$ cat config.mk
export PLATFORM = sky130hd
export DESIGN_NAME = adjacency_matrix_dfs_order_top_flat
export DESIGN_NICKNAME = d
export VERILOG_FILES = /design/src/adm_pkg.sv /design/src/adm_req_if.sv /design/src/adm_rsp_if.sv /design/src/adjacency_matrix_dfs_order_top.sv /design/src/adm_ram.sv /design/src/adm_walk.sv /design/src/flat_wrapper.sv
export SDC_FILE = /design/constraint.sdc
export NUM_CORES = 1
export LEC_CHECK = 0
export ABC_CLOCK_PERIOD_IN_PS = 6410
export BUFFER_PORTS_ARGS = -buffer_cell sky130_fd_sc_hd__buf_2
export CELL_PAD_IN_SITES_DETAIL_PLACEMENT = 1
export CELL_PAD_IN_SITES_GLOBAL_PLACEMENT = 2
export CORE_ASPECT_RATIO = 1.75
export CORE_MARGIN = 2
export CORE_UTILIZATION = 51
export DETAILED_ROUTE_END_ITERATION = 10
export PLACE_DENSITY = 0.85
export SLEW_MARGIN = 20
export SYNTH_ARGS = -nofsm -noshare
export SYNTH_HDL_FRONTEND = slang
export SYNTH_SLANG_ARGS = --single-unit
$ cat constraint.sdc
create_clock -name clock -period 6.41 [get_ports clock]
set_input_delay 0.3205 -clock clock [delete_from_list [all_inputs] [get_ports clock]]
set_output_delay 0.3205 -clock clock [all_outputs]
set_load 0.03 [all_outputs]
$ cat src/adm_pkg.sv
package adm_pkg;

   // Graph size
   localparam int MAX_NODES = 16;
   localparam int VTX_W     = $clog2(MAX_NODES);
   localparam int CNT_W     = $clog2(MAX_NODES + 1);

   // Field widths fixed by the interface
   localparam int ROW_INDEX_W  = 4;
   localparam int ROW_BITS_W   = 16;
   localparam int VERTEX_W     = 5;
   localparam int NODE_COUNT_W = 5;
   localparam int CSR_IDX_W    = 1;
   localparam int CSR_DATA_W   = 5;

   typedef enum logic [CSR_IDX_W-1:0] {
      CSR_NODE_COUNT   = 1'b0,
      CSR_START_VERTEX = 1'b1
   } csr_index_type;

   typedef enum logic [2:0] {
      W_IDLE,
      W_START,
      W_PUSH,
      W_SCAN,
      W_RDSTK,
      W_RDADJ
   } walk_state_type;

   typedef struct packed {
      logic [VTX_W-1:0] vertex;
      logic [CNT_W-1:0] scan;
   } stack_entry_type;

   typedef struct packed {
      logic                   valid;
      logic [ROW_INDEX_W-1:0] row_index;
      logic [ROW_BITS_W-1:0]  row_bits;
      logic                   last_row;
   } load_type;

   typedef struct packed {
      logic [NODE_COUNT_W-1:0] node_count;
      logic [NODE_COUNT_W-1:0] start_vertex;
   } cfg_type;

   typedef struct packed {
      logic                valid;
      logic [VERTEX_W-1:0] vertex;
      logic                last;
   } emit_type;

   typedef struct packed {
      logic             found;
      logic [VTX_W-1:0] index;
   } first_set_type;

   // Bits below the effective vertex count
   function automatic logic [MAX_NODES-1:0] in_use_mask(input logic [NODE_COUNT_W-1:0] n);
      logic [MAX_NODES-1:0] m;
      for (int i = 0; i < MAX_NODES; i++) begin
         m[i] = (i < int'(n));
      end
      return m;
   endfunction

   // Bits at or above the scan position
   function automatic logic [MAX_NODES-1:0] scan_mask(input logic [CNT_W-1:0] s);
      logic [MAX_NODES-1:0] m;
      for (int i = 0; i < MAX_NODES; i++) begin
         m[i] = (i >= int'(s));
      end
      return m;
   endfunction

   // Lowest set bit
   function automatic first_set_type first_set(input logic [MAX_NODES-1:0] v);
      first_set_type r;
      r.found = 1'b0;
      r.index = '0;
      for (int i = MAX_NODES - 1; i >= 0; i--) begin
         if (v[i]) begin
            r.found = 1'b1;
            r.index = VTX_W'(i);
         end
      end
      return r;
   endfunction

endpackage

$ cat src/adm_req_if.sv
interface adm_req_if;
   import adm_pkg::*;

   logic                   valid;
   logic                   ready;
   logic [ROW_INDEX_W-1:0] row_index;
   logic [ROW_BITS_W-1:0]  row_bits;
   logic                   last_row;

   modport source (output valid, output row_index, output row_bits, output last_row,
                   input ready);
   modport sink   (input valid, input row_index, input row_bits, input last_row,
                   output ready);
endinterface

$ cat src/adm_rsp_if.sv
interface adm_rsp_if;
   import adm_pkg::*;

   logic                valid;
   logic                ready;
   logic [VERTEX_W-1:0] vertex;
   logic                last_visit;

   modport source (output valid, output vertex, output last_visit, input ready);
   modport sink   (input valid, input vertex, input last_visit, output ready);
endinterface

$ cat src/adjacency_matrix_dfs_order_top.sv
// Depth-first walk of a graph of up to 16 vertices held as an adjacency matrix.
// Each request transfer stores one 16-bit matrix row; a transfer with last_row
// set stores its row and then walks the graph from start_vertex, returning one
// response transfer per visited vertex (one-based, lowest unvisited neighbor
// first) with last_visit on the final one. A bad start vertex (zero or above
// node_count clamped to 16) gives a single response of vertex 0 with last_visit
// set. Rows are taken back to back while idle. A walk has a setup step, a
// stack push and row scan per visited vertex, and a stack read, row read and
// rescan per return to a parent vertex, as the reads of the stack and row
// memories are registered. Response back-pressure stalls the walk. No request
// is taken during a walk.
// Write node_count and start_vertex only while the block is idle.
module adjacency_matrix_dfs_order_top (
   input  logic                             clock,
   input  logic                             reset,
   adm_req_if.sink                          req_chan,
   adm_rsp_if.source                        rsp_chan,
   input  logic                             csr_we,
   input  logic [adm_pkg::CSR_IDX_W-1:0]    csr_index,
   input  logic [adm_pkg::CSR_DATA_W-1:0]   csr_wdata
);
   import adm_pkg::*;

   cfg_type  cfg_ff;
   load_type load;
   emit_type emit;
   logic     load_ready;
   logic     out_free;

   logic                rsp_valid_ff;
   logic [VERTEX_W-1:0] rsp_vertex_ff;
   logic                rsp_last_ff;

   // Configuration registers
   always_ff @(posedge clock) begin
      if (reset) begin
         cfg_ff.node_count   <= NODE_COUNT_W'(16);
         cfg_ff.start_vertex <= NODE_COUNT_W'(1);
      end else if (csr_we) begin
         unique case (csr_index_type'(csr_index))
            CSR_NODE_COUNT:   cfg_ff.node_count   <= NODE_COUNT_W'(csr_wdata);
            CSR_START_VERTEX: cfg_ff.start_vertex <= NODE_COUNT_W'(csr_wdata);
            default: ;
         endcase
      end
   end

   // Request side: a transfer goes straight into the row memory
   assign req_chan.ready = load_ready;
   assign load = '{valid:     req_chan.valid && load_ready,
                   row_index: req_chan.row_index,
                   row_bits:  req_chan.row_bits,
                   last_row:  req_chan.last_row};

   // Response register: refill in the same cycle it drains
   assign out_free = !rsp_valid_ff || rsp_chan.ready;

   always_ff @(posedge clock) begin
      if (reset) begin
         rsp_valid_ff <= 1'b0;
      end else if (emit.valid) begin
         rsp_valid_ff <= 1'b1;
      end else if (rsp_chan.ready) begin
         rsp_valid_ff <= 1'b0;
      end
   end

   always_ff @(posedge clock) begin
      if (emit.valid) begin
         rsp_vertex_ff <= emit.vertex;
         rsp_last_ff   <= emit.last;
      end
   end

   assign rsp_chan.valid      = rsp_valid_ff;
   assign rsp_chan.vertex     = rsp_vertex_ff;
   assign rsp_chan.last_visit = rsp_last_ff;

   adm_walk u_walk (
      .clock      (clock),
      .reset      (reset),
      .load       (load),
      .load_ready (load_ready),
      .cfg        (cfg_ff),
      .emit       (emit),
      .out_free   (out_free)
   );
endmodule

$ cat src/adm_ram.sv
module adm_ram #(
   parameter int WIDTH = 16,
   parameter int DEPTH = 16
) (
   input  logic                     clock,
   input  logic                     we,
   input  logic [$clog2(DEPTH)-1:0] waddr,
   input  logic [WIDTH-1:0]         wdata,
   input  logic                     re,
   input  logic [$clog2(DEPTH)-1:0] raddr,
   output logic [WIDTH-1:0]         rdata
);
   logic [WIDTH-1:0] mem_ff [DEPTH];
   logic [WIDTH-1:0] rdata_ff;

   always_ff @(posedge clock) begin
      if (we) begin
         mem_ff[waddr] <= wdata;
      end
      if (re) begin
         rdata_ff <= mem_ff[raddr];
      end
   end

   assign rdata = rdata_ff;
endmodule

$ cat src/adm_walk.sv
module adm_walk (
   input  logic              clock,
   input  logic              reset,
   input  adm_pkg::load_type load,
   output logic              load_ready,
   input  adm_pkg::cfg_type  cfg,
   output adm_pkg::emit_type emit,
   input  logic              out_free
);
   import adm_pkg::*;

   localparam int STK_W = $bits(stack_entry_type);

   walk_state_type state_ff, state_in;

   logic [MAX_NODES-1:0] adj_vld_ff;
   logic [MAX_NODES-1:0] visited_ff;
   logic [CNT_W-1:0]     depth_ff;
   logic [VTX_W-1:0]     top_vtx_ff;
   logic [CNT_W-1:0]     top_scan_ff;
   logic [VERTEX_W-1:0]  pend_vtx_ff;

   // RAM ports
   logic                  adj_we, adj_re;
   logic [VTX_W-1:0]      adj_waddr, adj_raddr;
   logic [ROW_BITS_W-1:0] adj_rdata;
   logic                  stk_we, stk_re;
   logic [VTX_W-1:0]      stk_addr;
   stack_entry_type       stk_wdata, stk_rdata;

   // Scan datapath
   logic [MAX_NODES-1:0]    row, cand;
   first_set_type           hit;
   logic                    push_ok, bad_start, row_in_range;
   logic [NODE_COUNT_W-1:0] n_eff;
   logic [CNT_W-1:0]        depth_m1;
   logic [VTX_W-1:0]        start_idx;

   assign n_eff = (int'(cfg.node_count) > MAX_NODES) ? NODE_COUNT_W'(MAX_NODES)
                                                     : cfg.node_count;
   assign bad_start = (cfg.start_vertex == '0) || (cfg.start_vertex > n_eff);
   assign start_idx = VTX_W'(cfg.start_vertex - NODE_COUNT_W'(1));
   assign depth_m1  = depth_ff - CNT_W'(1);

   assign row  = MAX_NODES'(adj_rdata) & {MAX_NODES{adj_vld_ff[top_vtx_ff]}};
   assign cand = row & in_use_mask(n_eff) & ~visited_ff & scan_mask(top_scan_ff);
   assign hit  = first_set(cand);
   assign push_ok = hit.found && (int'(depth_ff) < MAX_NODES);

   assign row_in_range = int'(load.row_index) < MAX_NODES;

   // Next state
   always_comb begin
      state_in = state_ff;
      unique case (state_ff)
         W_IDLE: begin
            if (load.valid && load.last_row) state_in = W_START;
         end
         W_START: begin
            if (!bad_start)    state_in = W_PUSH;
            else if (out_free) state_in = W_IDLE;
         end
         W_PUSH:  state_in = W_SCAN;
         W_SCAN: begin
            if (push_ok) begin
               if (out_free) state_in = W_PUSH;
            end else if (depth_ff != CNT_W'(1)) begin
               state_in = W_RDSTK;
            end else if (out_free) begin
               state_in = W_IDLE;
            end
         end
         W_RDSTK: state_in = W_RDADJ;
         W_RDADJ: state_in = W_SCAN;
         default: state_in = W_IDLE;
      endcase
   end

   // Outputs and memory controls
   always_comb begin
      load_ready  = 1'b0;
      emit        = '0;
      adj_we      = 1'b0;
      adj_waddr   = VTX_W'(load.row_index);
      adj_re      = 1'b0;
      adj_raddr   = top_vtx_ff;
      stk_we      = 1'b0;
      stk_re      = 1'b0;
      stk_addr    = depth_m1[VTX_W-1:0];
      stk_wdata   = '{vertex: top_vtx_ff, scan: '0};
      unique case (state_ff)
         W_IDLE: begin
            load_ready = 1'b1;
            adj_we     = load.valid && row_in_range;
         end
         W_START: begin
            if (bad_start && out_free) begin
               emit = '{valid: 1'b1, vertex: '0, last: 1'b1};
            end
         end
         W_PUSH: begin
            stk_we = 1'b1;
            adj_re = 1'b1;
         end
         W_SCAN: begin
            if (push_ok && out_free) begin
               emit      = '{valid: 1'b1, vertex: pend_vtx_ff, last: 1'b0};
               stk_we    = 1'b1;
               stk_wdata = '{vertex: top_vtx_ff,
                             scan: CNT_W'(hit.index) + CNT_W'(1)};
            end else if (!push_ok && depth_ff == CNT_W'(1) && out_free) begin
               emit = '{valid: 1'b1, vertex: pend_vtx_ff, last: 1'b1};
            end
         end
         W_RDSTK: begin
            stk_re = 1'b1;
         end
         W_RDADJ: begin
            adj_re    = 1'b1;
            adj_raddr = stk_rdata.vertex;
         end
         default: ;
      endcase
   end

   always_ff @(posedge clock) begin
      if (reset) begin
         state_ff   <= W_IDLE;
         adj_vld_ff <= '0;
         visited_ff <= '0;
         depth_ff   <= '0;
      end else begin
         state_ff <= state_in;
         if (adj_we) begin
            adj_vld_ff[adj_waddr] <= 1'b1;
         end
         unique case (state_ff)
            W_START: begin
               if (bad_start) begin
                  visited_ff <= '0;
                  depth_ff   <= '0;
               end else begin
                  visited_ff <= MAX_NODES'(1) << start_idx;
                  depth_ff   <= CNT_W'(1);
               end
            end
            W_SCAN: begin
               if (push_ok && out_free) begin
                  visited_ff <= visited_ff | (MAX_NODES'(1) << hit.index);
                  depth_ff   <= depth_ff + CNT_W'(1);
               end else if (!push_ok && (depth_ff != CNT_W'(1) || out_free)) begin
                  depth_ff <= depth_m1;
               end
            end
            default: ;
         endcase
      end
   end

   // Top-of-stack cache and the vertex held back for its last flag
   always_ff @(posedge clock) begin
      unique case (state_ff)
         W_START: begin
            top_vtx_ff  <= start_idx;
            top_scan_ff <= '0;
            pend_vtx_ff <= cfg.start_vertex;
         end
         W_SCAN: begin
            if (push_ok && out_free) begin
               top_vtx_ff  <= hit.index;
               top_scan_ff <= '0;
               pend_vtx_ff <= VERTEX_W'(hit.index) + VERTEX_W'(1);
            end
         end
         W_RDADJ: begin
            top_vtx_ff  <= stk_rdata.vertex;
            top_scan_ff <= stk_rdata.scan;
         end
         default: ;
      endcase
   end

   adm_ram #(
      .WIDTH (ROW_BITS_W),
      .DEPTH (MAX_NODES)
   ) u_adj_ram (
      .clock (clock),
      .we    (adj_we),
      .waddr (adj_waddr),
      .wdata (load.row_bits),
      .re    (adj_re),
      .raddr (adj_raddr),
      .rdata (adj_rdata)
   );

   adm_ram #(
      .WIDTH (STK_W),
      .DEPTH (MAX_NODES)
   ) u_stack_ram (
      .clock (clock),
      .we    (stk_we),
      .waddr (stk_addr),
      .wdata (stk_wdata),
      .re    (stk_re),
      .raddr (stk_addr),
      .rdata (stk_rdata)
   );
endmodule

$ cat src/flat_wrapper.sv
// flat-port wrapper written by rule: the top's interface ports become plain ports
module adjacency_matrix_dfs_order_top_flat import adm_pkg::*;
  (clock, reset, csr_we, csr_index, csr_wdata, req_chan_valid, req_chan_row_index, req_chan_row_bits, req_chan_last_row, req_chan_ready, rsp_chan_valid, rsp_chan_vertex, rsp_chan_last_visit, rsp_chan_ready);
  adm_req_if req_chan_i ();
  adm_rsp_if rsp_chan_i ();
  input  logic clock;
  input  logic reset;
  input  logic csr_we;
  input  logic [adm_pkg::CSR_IDX_W-1:0] csr_index;
  input  logic [adm_pkg::CSR_DATA_W-1:0] csr_wdata;
  input wire logic [$bits(req_chan_i.valid)-1:0] req_chan_valid;
  input wire logic [$bits(req_chan_i.row_index)-1:0] req_chan_row_index;
  input wire logic [$bits(req_chan_i.row_bits)-1:0] req_chan_row_bits;
  input wire logic [$bits(req_chan_i.last_row)-1:0] req_chan_last_row;
  output wire logic [$bits(req_chan_i.ready)-1:0] req_chan_ready;
  output wire logic [$bits(rsp_chan_i.valid)-1:0] rsp_chan_valid;
  output wire logic [$bits(rsp_chan_i.vertex)-1:0] rsp_chan_vertex;
  output wire logic [$bits(rsp_chan_i.last_visit)-1:0] rsp_chan_last_visit;
  input wire logic [$bits(rsp_chan_i.ready)-1:0] rsp_chan_ready;
  assign req_chan_i.valid = req_chan_valid;
  assign req_chan_i.row_index = req_chan_row_index;
  assign req_chan_i.row_bits = req_chan_row_bits;
  assign req_chan_i.last_row = req_chan_last_row;
  assign req_chan_ready = req_chan_i.ready;
  assign rsp_chan_valid = rsp_chan_i.valid;
  assign rsp_chan_vertex = rsp_chan_i.vertex;
  assign rsp_chan_last_visit = rsp_chan_i.last_visit;
  assign rsp_chan_i.ready = rsp_chan_ready;
  adjacency_matrix_dfs_order_top u_core (.clock(clock), .reset(reset), .req_chan(req_chan_i), .rsp_chan(rsp_chan_i), .csr_we(csr_we), .csr_index(csr_index), .csr_wdata(csr_wdata));
endmodule
==> run summary <==
Status - completed
FF-to-FF End - u_core.u_walk.u_stack_ram.mem_ff[12][2]
Post-CTS sizing - 0
Row cnt - 97
Max cap viols - 0
RSZ-0062 raised after global routing - false
DP Area - 21440 sq um
Setup Viol. Count Final - 0
Crit-path max FO - 21
Total die area - 42230 sq um
Finished Layout Cells - 1806
Synth Warn # - 0
Final Cell Area - 22870 sq um
Tcrit/Tclk final - 0.7204
Diode count - 0
CP Class - reg -> reg
Peak VDD IR - 0.0002689 V
Mean cell area of the mapped netlist - 16.89 sq um
Skew final - 0.02246 ns
CTS HTree Levels - 2
Clk sinks - 496
Post-CTS Hold Buffers - 0
Seq cells post-synth - 496
Port Buffers - 39
Power Dens Cells - 303.7 nW/um^2
Static leakage - 7.580 nW
Gp weighted congestion - 0.8871
Fill cells - 3630
Clk pin slew, worst setup/hold paths - 0.06 ns
# nets final - 1333
Ys async rst share - 0
GRT Util Overall - 0.2658
Vias - 11480
Initial antenna violation count - 0
CTS Buf Count - 45
Fin crit period - 4.618 ns
Synth Flop Type - edfxtp_1
Post-CTS Setup Bufs - 0
DRT iter0 DRCs - 1048
Worst Path Arrival - 4.85 ns
Vias per cell - 6.355
Setup crit start kind - flip-flop
Slew Limit Fails - 0
Critical path required time - 6.64 ns
Max transition margin - 0.2472
Post-synth EDFFs - 445
Setup slack after layout - 1.792 ns
Tot Pwr - 6.945 mW
WHS Endpoint - u_core.u_walk.u_adj_ram.mem_ff[1][1]
Final Routed Wirelength - 54430 um
Gr ovfl total - 0
Post-route ant nets - 0
Core area - 40050 sq um
Wirelength per Cell - 30.14 um
Seq/Total Area, Yosys - 0.6957
DRC violations left - 0
Peak Freq - 216.5 MHz
Hpwl dp - 36050 um
Hold path startpoint - req_chan_row_bits[1]
Syn nets - 1279
R2R Path Start - u_core.u_walk.top_vtx_ff[0]
First-pass GRT wire length - 80890 um
Die Wd - 156.2 um
Hold crit path type - in -> reg
Clock Latency Late Sink - 0.57 ns
Hold Path Stages - 1
Synth Instances - 1224
CTS tree - yes
Initial Util - 0.5162
Drt first pass iters - 5
Synthesized area - 20670 sq um
Endpoints failing hold - 0
Largest net degree at the start of global routing - 65
Register-to-Register Path Depth - 10
Place WS - 1.836 ns
Number of global-route vias before repair - 12660
Clk buf depth - 3
Setup TNS - 0 ns
Crit. End Element - flip-flop
Growth of design area from synthesis to finish - 10.61%
Post-layout util - 0.5710
IO Pins - 40
Layout cells sized above 1 - 0.2380
Hold slack final - 0.1182 ns
Dpl cells - 1726
Yosys cell types - 87
Tightest Pin Transition - 1.125 ns
Clock Tree Root - clkbuf_16
DIE HEIGHT - 270.4 um
Flop-to-flop setup slack - 1.79 ns
-- cell usage after synthesis, types with 4 or more instances --
cell      count  area (sq um)
inv_1        16         60.06
o21ai_2      10         87.58
or2_2         4         25.02
nor2_1       98         367.9
a31oi_1      19         118.9
nand2_1     101         379.1
o21a_1        4         30.03
and2_1       25         156.4
xnor2_1       5         43.79
dfxtp_1      51          1021
clkbuf_1     24         90.09
mux4_2      112          2522
a21o_1        4         30.03
mux2i_1       8         80.08
buf_2        10         50.05
edfxtp_1    445         13360
buf_6        11         123.9
a22oi_1      14         105.1
o21ai_0      18         90.09
and3_1        8         50.05
nor2b_1      11         68.82
a21oi_1      24         120.1
buf_1         6         22.52
ha_1         23         287.8
buf_4         9         67.56
o21ai_1       9         45.04
nand4_1       6         37.54
nand3_1       8         40.04
a211oi_1     23         172.7
nand2b_1     14         87.58
nor3_1       17         85.08
-- cell type report --
type	instances	area [sq um]	area share
Sequential cell	496	14390	0.6290
Multi-Input combinational cell	647	5942	0.2598
Clock buffer	60	1224	0.05351
Tap cell	495	619.3	0.02708
Timing Repair Buffer	70	440.4	0.01926
Clock inverter	20	190.2	0.008316
Inverter	18	67.56	0.002955
-- worst max-delay path: stages, from the launching register on --
cell and delay (ns):
edfxtp_1 0.88, mux4_1 0.68, mux4_2 0.62, nand2_1 0.17
nor3_1 0.06, o32ai_1 0.33, inv_1 0.15, ha_1 0.28
ha_1 0.28, nand2_1 0.08, nor2_1 0.74
-- report_power, final --
| group | total, mW | switching [mW] | leakage, nW | internal (mW) |
|---|---|---|---|---|
| Clock | 2.65 | 1.19 | 0.693 | 1.47 |
| Sequential | 3.65 | 0.0599 | 4.63 | 3.59 |
| Combinational | 0.643 | 0.398 | 2.26 | 0.245 |
-- worst max-delay path by stage --
stage | slack (ns) | cells past startpoint | start | endpoint
after floorplan | 2.85 | 11 | u_core.u_walk.top_vtx_ff[0] | u_core.u_walk.u_stack_ram.mem_ff[0][2]
after global placement | 2.03 | 10 | u_core.u_walk.top_vtx_ff[0] | u_core.u_walk.u_stack_ram.mem_ff[11][2]
after detailed placement | 1.84 | 10 | u_core.u_walk.top_vtx_ff[0] | u_core.u_walk.u_stack_ram.mem_ff[11][2]
after CTS | 1.80 | 10 | u_core.u_walk.top_vtx_ff[0] | u_core.u_walk.u_stack_ram.mem_ff[12][2]
after global routing | 1.45 | 10 | u_core.u_walk.top_vtx_ff[0] | u_core.u_walk.u_stack_ram.mem_ff[14][2]
final | 1.79 | 10 | u_core.u_walk.top_vtx_ff[0] | u_core.u_walk.u_stack_ram.mem_ff[12][2]
-- cell families after synthesis --
family,Yosys count,synth area share
DFF,496,0.6957
and+or+nand+nor,322,0.07510
AOI/OAI and AO/OA,173,0.06125
muxes,123,0.1295
buffers and inverters,81,0.02197
adders and majority gates,23,0.01392
xor gates and xnor gates,6,0.002542
-- cell usage in the layout, fill, tap and decap left out, drive strengths merged, types with 4 or more instances in the layout --
master / netlist / final
xnor2: 5 / 5
nor3: 17 / 17
a31oi: 19 / 19
mux2i: 9 / 9
or2: 4 / 4
a21o: 4 / 4
nand2: 102 / 102
nand2b: 16 / 16
ha: 23 / 23
nor2: 98 / 98
buf: 36 / 70
mux4: 114 / 114
o211ai: 5 / 5
clkbuf: 27 / 60
a21oi: 27 / 27
edfxtp: 445 / 445
and2: 27 / 27
nor4b: 4 / 4
nor2b: 11 / 11
clkinv: 0 / 15
nand3: 9 / 9
a22oi: 14 / 14
and3: 8 / 8
dfxtp: 51 / 51
a211oi: 23 / 23
nand4: 6 / 6
o21ai: 37 / 37
o21a: 4 / 4
inv: 18 / 19
-- routing by layer --
layer | GRT usage | vias up | share of wire
met5 | 0 | - | 0
met4 | 0.1412 | 0 | 0.060
met3 | 0.03659 | 152 | 0.047
met2 | 0.4888 | 390 | 0.55
met1 | 0.2943 | 5994 | 0.34
li1 | - | 4941 | -
-- registers in the layout, summed over array words and instances, names as in the netlist, 3 cells and up --
signal and flops:
u_core.u_walk.u_adj_ram.mem_ff 256, u_core.u_walk.u_stack_ram.mem_ff 144, u_core.u_walk.adj_vld_ff 16, u_core.u_walk.u_adj_ram.rdata 16, u_core.u_walk.visited_ff 16, u_core.cfg_ff 10, u_core.u_walk.u_stack_ram.rdata 9, u_core.rsp_chan.vertex 5
u_core.u_walk.depth_ff 5, u_core.u_walk.pend_vtx_ff 5, u_core.u_walk.top_scan_ff 5, u_core.u_walk.top_vtx_ff 4, u_core.u_walk.state_ff 3
No activity file was read; power rests on OpenSTA's default activity.
